==> src/rtl/mmc_pkg.sv <==
`timescale 1ns / 1ps

package mmc_pkg;

  // Field widths
  localparam int unsigned InstrW = 32;
  localparam int unsigned CwW    = 21;
  localparam int unsigned AluW   = 3;
  localparam int unsigned StateW = 4;
  localparam int unsigned OpW    = 6;

  localparam int unsigned RomDepth = 10;

  typedef logic [StateW-1:0] state_t;
  typedef logic [CwW-1:0]    cw_t;
  typedef logic [AluW-1:0]   alu_t;
  typedef logic [OpW-1:0]    op_t;

  // Sequencing field, control word bits 20..19
  typedef enum logic [1:0] {
    SEQ_FETCH = 2'd0,
    SEQ_DISP1 = 2'd1,
    SEQ_DISP2 = 2'd2,
    SEQ_NEXT  = 2'd3
  } seq_t;

  // Micro-states
  localparam state_t ST_FETCH  = 4'd0;
  localparam state_t ST_MEMADR = 4'd2;
  localparam state_t ST_MEMRD  = 4'd3;
  localparam state_t ST_MEMWR  = 4'd5;
  localparam state_t ST_EXEC   = 4'd6;
  localparam state_t ST_BRANCH = 4'd8;
  localparam state_t ST_JUMP   = 4'd9;

  // Opcodes
  localparam op_t OP_RTYPE = 6'd0;
  localparam op_t OP_J     = 6'd2;
  localparam op_t OP_BEQ   = 6'd4;
  localparam op_t OP_LW    = 6'd35;
  localparam op_t OP_SW    = 6'd43;

  // Funct codes
  localparam op_t FN_ADD = 6'd32;
  localparam op_t FN_SUB = 6'd34;
  localparam op_t FN_AND = 6'd36;
  localparam op_t FN_OR  = 6'd37;
  localparam op_t FN_SLT = 6'd42;

  // ALUop field values, control word bits 8..6
  localparam logic [2:0] ALUOP_ADD   = 3'd0;
  localparam logic [2:0] ALUOP_SUB   = 3'd1;
  localparam logic [2:0] ALUOP_FUNCT = 3'd2;

  // ALU operation codes
  localparam alu_t ALU_AND = 3'd0;
  localparam alu_t ALU_OR  = 3'd1;
  localparam alu_t ALU_ADD = 3'd2;
  localparam alu_t ALU_SUB = 3'd6;
  localparam alu_t ALU_SLT = 3'd7;

  // Microcode ROM; states past the end read as zero
  function automatic cw_t micro_rom(input state_t st);
    cw_t cw;
    unique case (st)
      4'd0:    cw = 21'h1C5010;  // fetch
      4'd1:    cw = 21'h080030;  // decode
      4'd2:    cw = 21'h100028;  // address calc
      4'd3:    cw = 21'h186000;  // load read
      4'd4:    cw = 21'h010002;  // load write-back
      4'd5:    cw = 21'h000003;  // store
      4'd6:    cw = 21'h180088;  // R-type execute
      4'd7:    cw = 21'h000003;  // R-type completion
      4'd8:    cw = 21'h000A48;  // branch
      4'd9:    cw = 21'h009400;  // jump
      default: cw = '0;
    endcase
    return cw;
  endfunction

endpackage

==> src/rtl/mmc_instr_if.sv <==
`timescale 1ns / 1ps

interface mmc_instr_if;
  logic                          valid;
  logic                          ready;
  logic [mmc_pkg::InstrW-1:0]    instruction;

  modport source (output valid, output instruction, input ready);
  modport sink   (input valid, input instruction, output ready);
endinterface

==> src/rtl/mmc_ctrl_if.sv <==
`timescale 1ns / 1ps

interface mmc_ctrl_if;
  logic                  valid;
  logic                  ready;
  mmc_pkg::cw_t          control_word;
  mmc_pkg::alu_t         alu_code;
  mmc_pkg::state_t       current_state;

  modport source (output valid, output control_word, output alu_code, output current_state,
                  input ready);
  modport sink   (input valid, input control_word, input alu_code, input current_state,
                  output ready);
endinterface

==> src/rtl/mmc_decode.sv <==
`timescale 1ns / 1ps

module mmc_decode (
  input  mmc_pkg::state_t            state,
  input  logic [mmc_pkg::InstrW-1:0] instruction,
  output mmc_pkg::cw_t               control_word,
  output mmc_pkg::alu_t              alu_code,
  output mmc_pkg::state_t            next_state
);

  mmc_pkg::op_t  opcode;
  mmc_pkg::op_t  funct;
  logic [2:0]    aluop;
  mmc_pkg::seq_t seq;
  mmc_pkg::state_t disp1;
  mmc_pkg::state_t disp2;

  // Look up the microinstruction and split out its fields
  assign control_word = mmc_pkg::micro_rom(state);
  assign opcode       = instruction[31:26];
  assign funct        = instruction[5:0];
  assign aluop        = control_word[8:6];
  assign seq          = mmc_pkg::seq_t'(control_word[20:19]);

  // ALU control; undefined ALUop or funct falls back to add
  always_comb begin
    unique case (aluop)
      mmc_pkg::ALUOP_SUB: alu_code = mmc_pkg::ALU_SUB;
      mmc_pkg::ALUOP_FUNCT: begin
        unique case (funct)
          mmc_pkg::FN_ADD: alu_code = mmc_pkg::ALU_ADD;
          mmc_pkg::FN_SUB: alu_code = mmc_pkg::ALU_SUB;
          mmc_pkg::FN_AND: alu_code = mmc_pkg::ALU_AND;
          mmc_pkg::FN_OR:  alu_code = mmc_pkg::ALU_OR;
          mmc_pkg::FN_SLT: alu_code = mmc_pkg::ALU_SLT;
          default:         alu_code = mmc_pkg::ALU_ADD;
        endcase
      end
      default: alu_code = mmc_pkg::ALU_ADD;
    endcase
  end

  // Dispatch tables; an unlisted opcode returns to fetch
  always_comb begin
    unique case (opcode)
      mmc_pkg::OP_RTYPE: disp1 = mmc_pkg::ST_EXEC;
      mmc_pkg::OP_J:     disp1 = mmc_pkg::ST_JUMP;
      mmc_pkg::OP_BEQ:   disp1 = mmc_pkg::ST_BRANCH;
      mmc_pkg::OP_LW,
      mmc_pkg::OP_SW:    disp1 = mmc_pkg::ST_MEMADR;
      default:           disp1 = mmc_pkg::ST_FETCH;
    endcase
    unique case (opcode)
      mmc_pkg::OP_LW: disp2 = mmc_pkg::ST_MEMRD;
      mmc_pkg::OP_SW: disp2 = mmc_pkg::ST_MEMWR;
      default:        disp2 = mmc_pkg::ST_FETCH;
    endcase
  end

  // Pick the next micro-state
  always_comb begin
    unique case (seq)
      mmc_pkg::SEQ_DISP1: next_state = disp1;
      mmc_pkg::SEQ_DISP2: next_state = disp2;
      mmc_pkg::SEQ_NEXT:  next_state = state + mmc_pkg::StateW'(1);
      default:            next_state = mmc_pkg::ST_FETCH;
    endcase
  end

endmodule

==> src/rtl/multicycle_microprogrammed_control_core.sv <==
`timescale 1ns / 1ps
// Datapath: an accepted instruction beat goes to the input register, then its result
// beat to the result register, around one level of ROM and dispatch decode.
// Throughput: one beat per cycle unless ctrl_ch stalls; result register frees input.
// Reset: rst (synchronous) clears both valid flags and sets the micro-state to fetch.

module multicycle_microprogrammed_control_core (
  input  logic              clk,
  input  logic              rst,
  mmc_instr_if.sink         instr_ch,
  mmc_ctrl_if.source        ctrl_ch
);

  logic                          in_valid;
  logic [mmc_pkg::InstrW-1:0]    in_instr;
  logic                          out_valid;
  mmc_pkg::cw_t                  out_cw;
  mmc_pkg::alu_t                 out_alu;
  mmc_pkg::state_t               out_state;
  mmc_pkg::state_t               micro_state;

  mmc_pkg::cw_t                  dec_cw;
  mmc_pkg::alu_t                 dec_alu;
  mmc_pkg::state_t               micro_state_next;
  logic                          advance;

  // Move a beat into the result register when it is empty or being drained
  assign advance        = in_valid && (!out_valid || ctrl_ch.ready);
  assign instr_ch.ready = !in_valid || advance;

  mmc_decode u_decode (
    .state        (micro_state),
    .instruction  (in_instr),
    .control_word (dec_cw),
    .alu_code     (dec_alu),
    .next_state   (micro_state_next)
  );

  // Capture the incoming instruction beat
  always_ff @(posedge clk) begin
    if (rst) begin
      in_valid <= 1'b0;
    end else if (instr_ch.ready) begin
      in_valid <= instr_ch.valid;
    end
    if (instr_ch.valid && instr_ch.ready) begin
      in_instr <= instr_ch.instruction;
    end
  end

  // Advance the micro-state and load the result register
  always_ff @(posedge clk) begin
    if (rst) begin
      out_valid   <= 1'b0;
      micro_state <= mmc_pkg::ST_FETCH;
    end else if (advance) begin
      out_valid   <= 1'b1;
      micro_state <= micro_state_next;
    end else if (ctrl_ch.ready) begin
      out_valid   <= 1'b0;
    end
    if (advance) begin
      out_cw    <= dec_cw;
      out_alu   <= dec_alu;
      out_state <= micro_state;
    end
  end

  assign ctrl_ch.valid         = out_valid;
  assign ctrl_ch.control_word  = out_cw;
  assign ctrl_ch.alu_code      = out_alu;
  assign ctrl_ch.current_state = out_state;

endmodule
==> src/flat_wrapper.sv <==
// flat-port wrapper written by rule: the top's interface ports become plain ports
module multicycle_microprogrammed_control_core_flat 
  (clk, rst, instr_ch_valid, instr_ch_instruction, instr_ch_ready, ctrl_ch_valid, ctrl_ch_control_word, ctrl_ch_alu_code, ctrl_ch_current_state, ctrl_ch_ready);
  mmc_instr_if instr_ch_i ();
  mmc_ctrl_if ctrl_ch_i ();
  input  logic clk;
  input  logic rst;
  input wire logic [$bits(instr_ch_i.valid)-1:0] instr_ch_valid;
  input wire logic [$bits(instr_ch_i.instruction)-1:0] instr_ch_instruction;
  output wire logic [$bits(instr_ch_i.ready)-1:0] instr_ch_ready;
  output wire logic [$bits(ctrl_ch_i.valid)-1:0] ctrl_ch_valid;
  output wire logic [$bits(ctrl_ch_i.control_word)-1:0] ctrl_ch_control_word;
  output wire logic [$bits(ctrl_ch_i.alu_code)-1:0] ctrl_ch_alu_code;
  output wire logic [$bits(ctrl_ch_i.current_state)-1:0] ctrl_ch_current_state;
  input wire logic [$bits(ctrl_ch_i.ready)-1:0] ctrl_ch_ready;
  assign instr_ch_i.valid = instr_ch_valid;
  assign instr_ch_i.instruction = instr_ch_instruction;
  assign instr_ch_ready = instr_ch_i.ready;
  assign ctrl_ch_valid = ctrl_ch_i.valid;
  assign ctrl_ch_control_word = ctrl_ch_i.control_word;
  assign ctrl_ch_alu_code = ctrl_ch_i.alu_code;
  assign ctrl_ch_current_state = ctrl_ch_i.current_state;
  assign ctrl_ch_i.ready = ctrl_ch_ready;
  multicycle_microprogrammed_control_core u_core (.clk(clk), .rst(rst), .instr_ch(instr_ch_i), .ctrl_ch(ctrl_ch_i));
endmodule
==> config.mk <==
export PLATFORM = sky130hd
export DESIGN_NAME = multicycle_microprogrammed_control_core_flat
export DESIGN_NICKNAME = d
export VERILOG_FILES = /design/src/rtl/mmc_pkg.sv /design/src/rtl/mmc_instr_if.sv /design/src/rtl/mmc_ctrl_if.sv /design/src/rtl/mmc_decode.sv /design/src/rtl/multicycle_microprogrammed_control_core.sv /design/src/flat_wrapper.sv
export SDC_FILE = /design/constraint.sdc
export NUM_CORES = 1
export LEC_CHECK = 0
export BUFFER_PORTS_ARGS = -buffer_cell sky130_fd_sc_hd__buf_2
export CAP_MARGIN = 20
export CORE_ASPECT_RATIO = 1.75
export CORE_MARGIN = 2
export CORE_UTILIZATION = 30
export DETAILED_ROUTE_END_ITERATION = 8
export HOLD_SLACK_MARGIN = 0.15
export MAX_ROUTING_LAYER = met4
export PLACE_DENSITY_LB_ADDON = 0.2
export SLEW_MARGIN = 5
export SYNTH_ARGS = -nofsm -noshare
export SYNTH_HDL_FRONTEND = slang
export SYNTH_SLANG_ARGS = --single-unit
export TNS_END_PERCENT = 50
==> constraint.sdc <==
create_clock -name clk -period 2.5 [get_ports clk]
set_clock_uncertainty 0.1 [all_clocks]
set_input_delay 0.25 -clock clk [delete_from_list [all_inputs] [get_ports clk]]
set_output_delay 0.25 -clock clk [all_outputs]
set_load 0.05 [all_outputs]
==> impl_metrics.env <==
export IMPL_end_kind="flop"
export IMPL_fin_tns_setup_ns=0
export IMPL_max_freq_mhz=425
export IMPL_p_leak_nw=1.08
export IMPL_wirelength_um=3780
export IMPL_layout_setup_ws_ns=0.147
export IMPL_grt_start_max_net_pins=17
export IMPL_post_synth_num_cell_types=48
export IMPL_yosysMostFrequentCell="edfxtp_1"
export IMPL_port_buffers=42
export IMPL_synthTopCellsByArea="edfxtp_1 (47%), dfxtp_1 (19%), ha_1 (4.0%), buf_4 (2.1%), nor3_1 (1.8%)"
export IMPL_timing_hold_ws_ns=0.179
export IMPL_peakVddDrop_uv=308
export IMPL_drv_slew=0
export IMPL_cts_clk_slew_worst_paths_ns=0.07
export IMPL_die_area_um2=7940
export IMPL_antenna_found_initial=0
export IMPL_synth_top_area_share=0.472
export IMPL_rr_worst_depth=8
export IMPL_gr_total_overflow=0
export IMPL_powerDensity_nw_per_um2=720
export IMPL_period_share=0.941
export IMPL_synth_async_reset_ratio=0
export IMPL_avgSynthCellArea_um2=13.8
export IMPL_io_pins=66
export IMPL_vias=1352
export IMPL_place_detailed_hpwl_um=2760
export IMPL_ys_top_cells_by_count="edfxtp_1 (34), dfxtp_1 (21), nor2_1 (10)"
export IMPL_core_area_um2=7080
export IMPL_ys_ff_latch=55
export IMPL_drc_errors=0
export IMPL_synthCells=157
export IMPL_ys_flop_type="edfxtp_1"
export IMPL_grt_pass1_wl_um=6090
export IMPL_worstPathRequired_ns=2.62
export IMPL_synth_edf_count=34
export IMPL_area_growth_syn_to_layout_pct=30.1
export IMPL_avgRoutedWirePerCell_um=12.3
export IMPL_min_to="u_core.ctrl_ch.valid$_SDFFE_PP0P_"
export IMPL_syn_area_um2=2160
export IMPL_grt_use_total=0.109
export IMPL_clk_latency_ns=0.29
export IMPL_critPathArrivalTime_ns=2.47
export IMPL_die_x_um=68.2
export IMPL_crit_path_cell_trace="or3b_4, o41ai_4, a211oi_1, or3_4, inv_1, ha_1, o21ai_0, mux2i_1"
export IMPL_r2r_start="u_core.in_instr[28]$_DFFE_PP_"
export IMPL_cts_htree_levels=2
export IMPL_drive_above_1_share=0.339
export IMPL_ys_seq_area_frac=0.666
export IMPL_drtIter0Drc=55
export IMPL_grt_pass1_vias=1358
export IMPL_cts_made_buffers=5
export IMPL_period_minus_slack_ns=2.35
export IMPL_final_util=0.398
export IMPL_hold_class="in2reg"
export IMPL_root_buffer="clkbuf_16"
export IMPL_pre_cts_ws_ns=0.0159
export IMPL_drt_vias_per_instance=4.40
export IMPL_cts_max_path_buffers=2
export IMPL_cap_violations=0
export IMPL_place_gp_congestion=0.688
export IMPL_worst_pin_slew_ns=0.583
export IMPL_hold_viol_final=0
export IMPL_outcome="finished, final reports clean"
export IMPL_holdPathStages=4
export IMPL_cts_setup_buffers=0
export IMPL_cts_sinks=55
export IMPL_design_area_um2=2820
export IMPL_diodes=0
export IMPL_r2r_setup_slack_ns=0.15
export IMPL_final_nets=263
export IMPL_drtAntennaViolNets=0
export IMPL_start_util=0.306
export IMPL_rows=41
export IMPL_worst_path_max_delay_cell="or3b_4"
export IMPL_synth_largest_area_cell="edfxtp_1"
export IMPL_synth_warnings=0
export IMPL_holdCritStartpoint="ctrl_ch_ready"
export IMPL_setup_viol=0
export IMPL_firstDrtPassIters=4
export IMPL_cp_max_fo=5
export IMPL_cts_tree="yes"
export IMPL_reg2reg_to="u_core.u_decode.control_word[12]$_DFF_P_"
export IMPL_cpPeakStageDelay_ns=0.44
export IMPL_critPathKind="reg2reg"
export IMPL_relSlewSlack=0.611
export IMPL_fp_dieH_um=116
export IMPL_place_area_um2=2480
export IMPL_critPathLaunchType="flop"
-- per-stage QoR --
stage | std cells | power (mW)
after floorplan | 159 | 1.24
after global placement | 284 | 1.30
after detailed placement | 284 | 1.30
after CTS | 307 | 2.05
after global routing | 307 | 2.11
final | 307 | 2.03
-- per-layer routing --
layer  track usage  up-vias  part of all wire
li1              -      681                 -
met5             -        -                 0
met4        0.0613        0             0.031
met2         0.195       34              0.57
met3        0.0299        8             0.042
met1        0.0988      629              0.36
-- report_power, final --
| group | internal [mW] | switching, mW |
|---|---|---|
| clock | 0.426 | 0.292 |
| sequential | 1.02 | 0.0246 |
| combinational | 0.0938 | 0.169 |
| total | 1.54 | 0.486 |
-- cell usage in the layout (no fill, tap or decap), types with 4 or more instances in the layout --
cell type       n
inv_1           8
dfxtp_1        20
edfxtp_1       34
a211oi_1        4
dlygate4sd3_1  15
nor2_1         10
buf_4           7
nand2_1         4
buf_2          42
nor3_1          6
ha_1            7
clkbuf_16       5
-- logic make-up after synthesis --
logic type	after synthesis	share of synthesized area
muxes	3	0.0139
buffers and inverters	21	0.0514
AOI/OAI and AO/OA	18	0.0728
other	1	0.00173
DFF	55	0.666
and+or+nand+nor	49	0.142
xor gates and xnor gates	3	0.0121
adders and majority gates	7	0.0405
-- worst max path at each step --
stage | cells past startpoint | from | endpoint | slack, ns
2_1_floorplan | 8 | u_core.ctrl_ch.valid$_SDFFE_PP0P_ | u_core.u_decode.control_word[3]$_DFF_P_ | 0.06
3_3_place_gp | 8 | u_core.in_instr[30]$_DFFE_PP_ | u_core.u_decode.control_word[3]$_DFF_P_ | 0.02
3_5_place_dp | 8 | u_core.in_instr[30]$_DFFE_PP_ | u_core.u_decode.control_word[3]$_DFF_P_ | 0.02
4_1_cts | 8 | u_core.in_instr[30]$_DFFE_PP_ | u_core.u_decode.control_word[3]$_DFF_P_ | 0.004
5_1_grt | 8 | u_core.in_instr[30]$_DFFE_PP_ | u_core.u_decode.control_word[12]$_DFF_P_ | -0.006
6_report | 8 | u_core.in_instr[28]$_DFFE_PP_ | u_core.u_decode.control_word[12]$_DFF_P_ | 0.15
-- worst max-delay path: cells and delay by family (launching register included) --
| kind | cells | cell delay, ns |
|---|---|---|
| muxes | 1 | 0.17 |
| and+or+nand+nor | 2 | 0.85 |
| adders and majority gates | 1 | 0.16 |
| AOI/OAI and AO/OA | 3 | 0.50 |
| buffers and inverters | 1 | 0.07 |
| DFF | 1 | 0.42 |
-- registers in the layout, indices dropped and copies added (netlist names) --
register,count
u_core.ctrl_ch.control_word,15
u_core.u_decode.control_word,15
u_core.in_instr,12
u_core.ctrl_ch.current_state,4
u_core.micro_state,4
u_core.ctrl_ch.alu_code,3
u_core.ctrl_ch.valid,1
u_core.in_valid,1
-- what timing repair did --
action	CTS	global route
endpoints found under the setup margin	0	7
gates resized for setup	0	5
hold endpoints to repair	14	0
hold buffers	15	0
-- final cells by class --
type / count / area, um^2
fillers: 711 / 4260
repair buffers: 64 / 413
inverters: 11 / 45.0
clock buffers: 7 / 153
flip-flops and latches: 55 / 1440
clock inverters: 1 / 6.26
multi-input cells: 83 / 648
well taps: 86 / 108
No activity file was read; power rests on OpenSTA's default activity.
